**config.mk**
```make
export PLATFORM = sky130hd
export DESIGN_NAME = pbc_front
export DESIGN_NICKNAME = d
export VERILOG_FILES = /design/src/hw/rtl/pbc_pkg.sv /design/src/hw/rtl/pbc_front.sv
export SDC_FILE = /design/constraint.sdc
export NUM_CORES = 1
export LEC_CHECK = 0
export BUFFER_PORTS_ARGS = -buffer_cell sky130_fd_sc_hd__buf_2
export CAP_MARGIN = 0
export CORE_MARGIN = 5
export CORE_UTILIZATION = 54
export CTS_BUF_LIST = sky130_fd_sc_hd__clkbuf_16
export DETAILED_ROUTE_END_ITERATION = 10
export PLACE_DENSITY_LB_ADDON = 0.05
export SLEW_MARGIN = 20
export SYNTH_ARGS = -nofsm -noshare
export SYNTH_HDL_FRONTEND = slang
export SYNTH_SLANG_ARGS = --single-unit
export TNS_END_PERCENT = 20
```
**constraint.sdc**
```tcl
create_clock -name clk_i -period 4.7 [get_ports clk_i]
set_clock_uncertainty 0.2 [all_clocks]
set_input_delay 0.235 -clock clk_i [delete_from_list [all_inputs] [get_ports clk_i]]
set_output_delay 0.235 -clock clk_i [all_outputs]
set_load 0.005 [all_outputs]
```
**src/hw/rtl/pbc_pkg.sv**
```systemverilog
// ----------------------------------------------------------------------------
// pbc_pkg
// Shared types, constants, codes and helpers of the predicated byte CPU.
// ----------------------------------------------------------------------------
package pbc_pkg;

  localparam int unsigned REG_SELECT_BITS = 8;
  localparam int unsigned MEM_ADDR_BITS   = 12;
  localparam int unsigned REG_COUNT       = 1 << REG_SELECT_BITS;
  localparam int unsigned FIELD_COUNT     = 5;

  // Instruction word: predicated bit, predicate register, class, function, operands.
  localparam int unsigned INSN_W      = 1 + REG_SELECT_BITS + 2 + 6 + FIELD_COUNT * REG_SELECT_BITS;
  localparam int unsigned IN_TDATA_W  = ((INSN_W + 7) / 8) * 8;
  localparam int unsigned FUNC_LSB    = REG_SELECT_BITS + 3;
  localparam int unsigned RES_W       = 32 + 1 + 8 + 1 + 32 + 1 + 1;
  localparam int unsigned OUT_TDATA_W = ((RES_W + 7) / 8) * 8;

  typedef enum logic [1:0] {
    CLS_MEM   = 2'd0,
    CLS_ALU   = 2'd1,
    CLS_CTL   = 2'd2,
    CLS_UNDEF = 2'd3
  } pbc_cls_e;

  // Memory class functions
  localparam logic [5:0] MEM_LD_REG = 6'd0;
  localparam logic [5:0] MEM_LD_IMM = 6'd1;
  localparam logic [5:0] MEM_ST_REG = 6'd2;
  localparam logic [5:0] MEM_ST_IMM = 6'd3;

  // ALU class functions
  localparam logic [5:0] ALU_MOV_IMM  = 6'd0;
  localparam logic [5:0] ALU_MOV_REG  = 6'd1;
  localparam logic [5:0] ALU_ADD_IMM  = 6'd2;
  localparam logic [5:0] ALU_ADD_REG  = 6'd3;
  localparam logic [5:0] ALU_ADDC_IMM = 6'd4;
  localparam logic [5:0] ALU_ADDC_REG = 6'd5;
  localparam logic [5:0] ALU_MUL_IMM  = 6'd6;
  localparam logic [5:0] ALU_MUL_REG  = 6'd7;
  localparam logic [5:0] ALU_MULH_IMM = 6'd8;
  localparam logic [5:0] ALU_MULH_REG = 6'd9;
  localparam logic [5:0] ALU_DIV_IR   = 6'd10;
  localparam logic [5:0] ALU_DIV_RI   = 6'd11;
  localparam logic [5:0] ALU_DIV_RR   = 6'd12;
  localparam logic [5:0] ALU_MOD_IR   = 6'd13;
  localparam logic [5:0] ALU_MOD_RI   = 6'd14;
  localparam logic [5:0] ALU_MOD_RR   = 6'd15;
  localparam logic [5:0] ALU_AND_IMM  = 6'd16;
  localparam logic [5:0] ALU_AND_REG  = 6'd17;
  localparam logic [5:0] ALU_OR_IMM   = 6'd18;
  localparam logic [5:0] ALU_OR_REG   = 6'd19;
  localparam logic [5:0] ALU_XOR_IMM  = 6'd20;
  localparam logic [5:0] ALU_XOR_REG  = 6'd21;
  localparam logic [5:0] ALU_NOT      = 6'd22;

  // Control class functions
  localparam logic [5:0] CTL_JF_IMM   = 6'd0;
  localparam logic [5:0] CTL_JF_REG   = 6'd1;
  localparam logic [5:0] CTL_JB_IMM   = 6'd2;
  localparam logic [5:0] CTL_JB_REG   = 6'd3;
  localparam logic [5:0] CTL_HALT_IMM = 6'd4;
  localparam logic [5:0] CTL_HALT_REG = 6'd5;
  localparam logic [5:0] CTL_SP_IMM   = 6'd6;
  localparam logic [5:0] CTL_SP_REG   = 6'd7;
  localparam logic [5:0] CTL_PUSH_REG = 6'd8;
  localparam logic [5:0] CTL_PUSH_IMM = 6'd9;
  localparam logic [5:0] CTL_POP      = 6'd10;
  localparam logic [5:0] CTL_PRINT_A  = 6'd11;
  localparam logic [5:0] CTL_PRINT_B  = 6'd12;
  localparam logic [5:0] CTL_HANDLER  = 6'd13;
  localparam logic [5:0] CTL_REASON   = 6'd14;

  typedef struct packed {
    logic                                             pred;
    logic [REG_SELECT_BITS-1:0]                       pred_reg;
    pbc_cls_e                                         cls;
    logic [5:0]                                       func;
    logic [FIELD_COUNT-1:0][REG_SELECT_BITS-1:0]      v;
    logic                                             bad;
  } pbc_item_t;

  typedef struct packed {
    logic        bad_opcode;
    logic        divide_by_zero;
    logic [31:0] halt_code;
    logic        halted;
    logic [7:0]  print_char;
    logic        print_valid;
    logic [31:0] next_pc;
  } pbc_result_t;

  function automatic logic [31:0] quad(input logic [7:0] a, input logic [7:0] b,
                                       input logic [7:0] c, input logic [7:0] d);
    quad = {a, b, c, d};
  endfunction

endpackage

```
**src/hw/rtl/pbc_front.sv**
```systemverilog
// ----------------------------------------------------------------------------
// pbc_front
// Accept instruction words, split them into fields, flag undefined codes and
// hold them in a two-entry queue for the execute side.
// ----------------------------------------------------------------------------
module pbc_front (
  input  logic                               clk_i,
  input  logic                               rst_ni,
  input  logic                               block_i,
  input  logic                               s_axis_tvalid,
  output logic                               s_axis_tready,
  input  logic [pbc_pkg::IN_TDATA_W-1:0]     s_axis_tdata,
  output pbc_pkg::pbc_item_t                 head_o,
  output logic                               head_valid_o,
  input  logic                               pop_i
);
  import pbc_pkg::*;

  logic [INSN_W-1:0]                        word;
  logic [INSN_W-FUNC_LSB-1:0]               args;
  logic [FIELD_COUNT*REG_SELECT_BITS-1:0]   ops;
  pbc_item_t                                dec;
  pbc_item_t                                slot_q [2];
  logic                                     wr_ptr_q, rd_ptr_q;
  logic [1:0]                               count_q;
  logic                                     push;

  assign word = s_axis_tdata[INSN_W-1:0];
  assign args = word[INSN_W-1:FUNC_LSB];

  always_comb begin
    dec          = '0;
    dec.pred     = word[0];
    dec.pred_reg = word[REG_SELECT_BITS:1];
    dec.cls      = pbc_cls_e'(word[REG_SELECT_BITS+2:REG_SELECT_BITS+1]);
    ops          = '0;
    unique case (dec.cls)
      CLS_MEM: begin
        dec.func = {4'd0, args[1:0]};
        ops      = args[2 +: FIELD_COUNT*REG_SELECT_BITS];
        dec.bad  = 1'b0;
      end
      CLS_ALU: begin
        dec.func = args[5:0];
        ops      = args[6 +: FIELD_COUNT*REG_SELECT_BITS];
        dec.bad  = (args[5:0] > ALU_NOT);
      end
      CLS_CTL: begin
        dec.func = {1'b0, args[4:0]};
        ops      = args[5 +: FIELD_COUNT*REG_SELECT_BITS];
        dec.bad  = ({1'b0, args[4:0]} > CTL_REASON);
      end
      default: begin
        dec.bad  = 1'b1;
      end
    endcase
    dec.v = ops;
  end

  assign s_axis_tready = (count_q != 2'd2) && !block_i;
  assign push          = s_axis_tvalid && s_axis_tready;
  assign head_o        = slot_q[rd_ptr_q];
  assign head_valid_o  = (count_q != 2'd0);

  always_ff @(posedge clk_i) begin
    if (push) begin
      slot_q[wr_ptr_q] <= dec;
    end
  end

  always_ff @(posedge clk_i or negedge rst_ni) begin
    if (!rst_ni) begin
      wr_ptr_q <= 1'b0;
      rd_ptr_q <= 1'b0;
      count_q  <= 2'd0;
    end else begin
      if (push) begin
        wr_ptr_q <= !wr_ptr_q;
      end
      if (pop_i) begin
        rd_ptr_q <= !rd_ptr_q;
      end
      count_q <= count_q + {1'b0, push} - {1'b0, pop_i};
    end
  end

endmodule

```
Word level (Yosys, flattened, before mapping):

Memories as Yosys holds them, arrays and structs flattened.
Cells that the tools add are included.

* flip-flop bits (word level): 4
* memory bits (writable): 116
* output and inout port bits: 60
* memories: 1

* $add $sub $neg: 2
* $lt $le $gt $ge: 2
* equality and inequality tests: 3
* multiplexer cells: 5
* reductions and logical operators: 7

Memories
* slot_q: depth 2, width 58, rd ports 1, clocked after Yosys merged registers in 0, write ports 1, line pbc_front.sv:23 `pbc_item_t slot_q [2];`

Operator list (count)
* case mux 40 bit (3 select lines): 1
* case mux 6 bit (3 select lines): 1
* greater-than comparator 6 x 5 -> 1 bit, second input constant: 1
* greater-than comparator 5 x 4 -> 1 bit, second input constant: 1
* zero test 1 bit: 3
* case mux 1 bit (3 select lines): 1
* adder 2 x 1 -> 2 bit: 1
* equality test 2 x 1 -> 1 bit, second input constant: 1
* equality test 2 bit, second input constant: 1
* logical AND 1 bit: 2
* zero test 2 bit: 1
* 2-to-1 mux 1 bit: 2
* inequality test 2 bit, second input constant: 1
* nonzero test 2 bit: 1
* subtractor 2 x 1 -> 2 bit: 1

Longest topological paths before layout:

* depth in word-level cells: 5
* depth in mapped cells: 7
* gate-level depth less buffers: 7

Worst setup path before layout:

OpenSTA, ideal clock, no wires.

* kind: flip-flop to flip-flop
* start point: register count_q[1]
* end point: memory slot_q[0][0] (netlist bit), enable pin
* setup time: 0.474 ns
* arrival: 3.056 ns
* required time: 4.026 ns
* setup slack: 0.970 ns
* stages on the path, launching flop included: 4
* period minus slack after synthesis: 3.730 ns
* cells stage by stage: dfrtp_1 inv_1 o211ai_1 nor2_1

* longest elaborated chain between the ends: 5

Ends and longest elaborated chain
* from (decl): line pbc_front.sv:25 `logic [1:0] count_q;`
* from (signal assigned): line pbc_front.sv:83 `count_q <= count_q + {1'b0, push} - {1'b0, pop_i};`
* inequality test 2 bit: line pbc_front.sv:60 `assign s_axis_tready = (count_q != 2'd2) && !block_i;`
* logical AND 1 bit: line pbc_front.sv:60
* logical AND 1 bit: line pbc_front.sv:61 `assign push = s_axis_tvalid && s_axis_tready;`
* 2-to-1 mux 1 bit: line pbc_front.sv:66 `if (push) begin`
* 2-to-1 mux 1 bit (implied by the code): line pbc_front.sv:67 `slot_q[wr_ptr_q] <= dec;`
* to (decl): line pbc_front.sv:23

No other way between the ends.

==> run metrics <==
status complete, no violations; Tightest Pin Transition 1.04 ns; Final min period 2.84 ns; Post-Syn Area 0.00551 mm2; Synth Area in XOR/XNOR 0.00794; # setup viols final 0; Syn Nets 427; vias in the first global route 3570; Sink Count 120; CTS H-Tree Depth 4; top cell type's share of synthesized area 0.632; largest net degree at the start of global routing 88; Area contributors post-synth edfxtp_1, mux2_2, mux2i_1; Post-synth top flop edfxtp_1; async set-reset flop share out of synthesis 0.0333; TritonCTS clock tree built; IO Pins 129; flops & latches, synth 120; Clock transition at path regs 0.05 ns; Buffers on Ports 121; CTS Root Cell clkbuf_16; total die area 0.0123 mm2; die width 111 um; vias 3409; Die Height 111 um; Rel. slew slack 0.307; HP Start s_axis_tdata[46]; Post-Route Utilization 0.695; fmax 0.353 GHz; min-delay worst type input pin to flop; Syn Area/Cell 15.5 um2; post-CTS setup buffers 0; fin crit share 0.603; critical path required time 4.26 ns; Post-Synth Adder-Cell Area 0.00454; final net count 562; Setup crit end kind primary output; Critical R2R Launch count_q[0]$_DFF_PN0_; DR DRC count 0; P&R area growth vs syn 24.3%; main combinational cell family by area after synthesis multiplexers; sequential-to-total area share from yosys stat 0.650; Arr. time, crit path 2.40 ns; initial antenna violation count 0; number of DRC markers in iteration 0 153; LEAKAGE 0.00267 uW; RSZ-0062 raised after global routing no; Pwr Density 495 mW/mm2; antenna viol nets, final 0; Startpoint Class flop; count leader, synth edfxtp_1; Worst VDD drop 0.000267 V; WL/cell 17.7 um; worst skew pair latency 0.41 ns; synth cell count leaders edfxtp_1, mux2_2, mux2i_1; final hold violation count 0; Synth area leader edfxtp_1; Post-synth EDFFs 116; deepest clock path buffer count 2; TritonCTS Buffers 17; Final HPWL DP 7.28 mm; setup TNS 0 ns; CP Class flop to primary output; Tot GR Track Use 0.188; synth unique cells 28; Cells after Synth 356; simple-gate share of the synthesized area 0.0663; layout cells sized above 1 0.423; maxcap violations 0; Starting Density 0.559; YS warnings 0; Slew Limit Fails 0; Core Footprint 0.00986 mm2; final wirelength 11.3 mm; RD Place Congestion 0.754; 1st-pass router iterations 4; std cell rows 36; crit-path max FO 41; global-route wire length before repair 18.0 mm; Setup crit start rd_ptr_q$_DFFE_PN0P_; overflow left after global routing 0; Compound-Gate Fraction of Synth Area 0.0470; post-synthesis mux area share 0.192; vias per cell 5.34
path summary, 6_finish.rpt:
path | end | slack (ns) | depth (start not counted)
setup / recovery | head_o[55] | 1.86 | 3
hold / removal | slot_q[1][31]$_DFFE_PP_ | 0.01 | 3
setup reg to reg | slot_q[1][16]$_DFFE_PP_ | 2.28 | 4
hold reg to reg | count_q[1]$_DFF_PN0_ | 0.31 | 1
max in group asynchronous | rd_ptr_q$_DFFE_PN0P_ | 3.60 | 3
min in group asynchronous | count_q[0]$_DFF_PN0_ | 0.51 | 3
cell type report:
type / count / area (um2)
Timing Repair Buffer: 141 / 798
Sequential cell: 120 / 3580
Inverter: 4 / 15.0
Tap cell: 133 / 166
Clock buffer: 17 / 425
Multi-Input combinational cell: 207 / 1760
Antenna cell: 1 / 2.50
Clock inverter: 15 / 100
Fill cell: 697 / 3010
power breakdown:
| part | internal (uW) | switching (uW) | total [uW] |
|---|---|---|---|
| sequential | 1350 | 116 | 1460 |
| combinational | 442 | 348 | 790 |
| clock | 707 | 433 | 1140 |
worst max-delay path: stages, from the launching register on:
cell     delay [ns]
dfrtp_2        1.05
buf_4          0.42
mux2_2         0.38
buf_2          0.13
metal layers:
layer,global-route usage,vias to the layer above,share of wire
met5,0,-,0
li1,-,1636,-
met3,0.0519,15,0.049
met1,0.229,1660,0.42
met4,0.0770,0,0.014
met2,0.317,98,0.51
placed cells by master (no fill, tap or decap), drive strengths merged, types with 2 or more instances in the layout:
cell	n
ha	2
mux2i	37
dfrtp	4
edfxtp	116
clkinv	9
and3	2
xnor2	3
dlygate4sd3	16
nand2	8
o21ai	40
buf	125
nor2	2
a21oi	4
and2	3
nand3b	34
clkbuf	17
nor3	2
nor2b	4
xor2	2
inv	8
mux2	58
a21boi	2
registers in the layout (all words and copies together) (netlist names):
name,count
slot_q,116
wr_ptr_q,1
count_q,2
rd_ptr_q,1
repair_timing:
action                                 4_1_cts  5_1_grt
resized for setup                            0        0
hold buffers                                16        0
endpoints found under the hold margin       31        0
cell families after synthesis:
logic type,after synthesis
buffers and inverters,29
AOI/OAI and AO/OA,49
DFF,120
xor gates and xnor gates,5
adders and majority gates,2
and+or+nand+nor,56
muxes,95
metrics by stage:
step | hold WS (ns) | instances | instance area, um2 | setup WS [ns] | power (uW)
5_1_grt | 0.0326 | 637 | 6850 | 1.73 | 3560
4_1_cts | 0.00128 | 637 | 6850 | 1.81 | 3430
3_5_place_dp | -0.154 | 589 | 6170 | 2.23 | 2280
3_3_place_gp | -0.158 | 589 | 6170 | 2.23 | 2270
6_report | 0.00984 | 638 | 6860 | 1.86 | 3390
2_1_floorplan | -0.261 | 356 | 5510 | 0.970 | 1980
No activity file was read; power rests on OpenSTA's default activity.
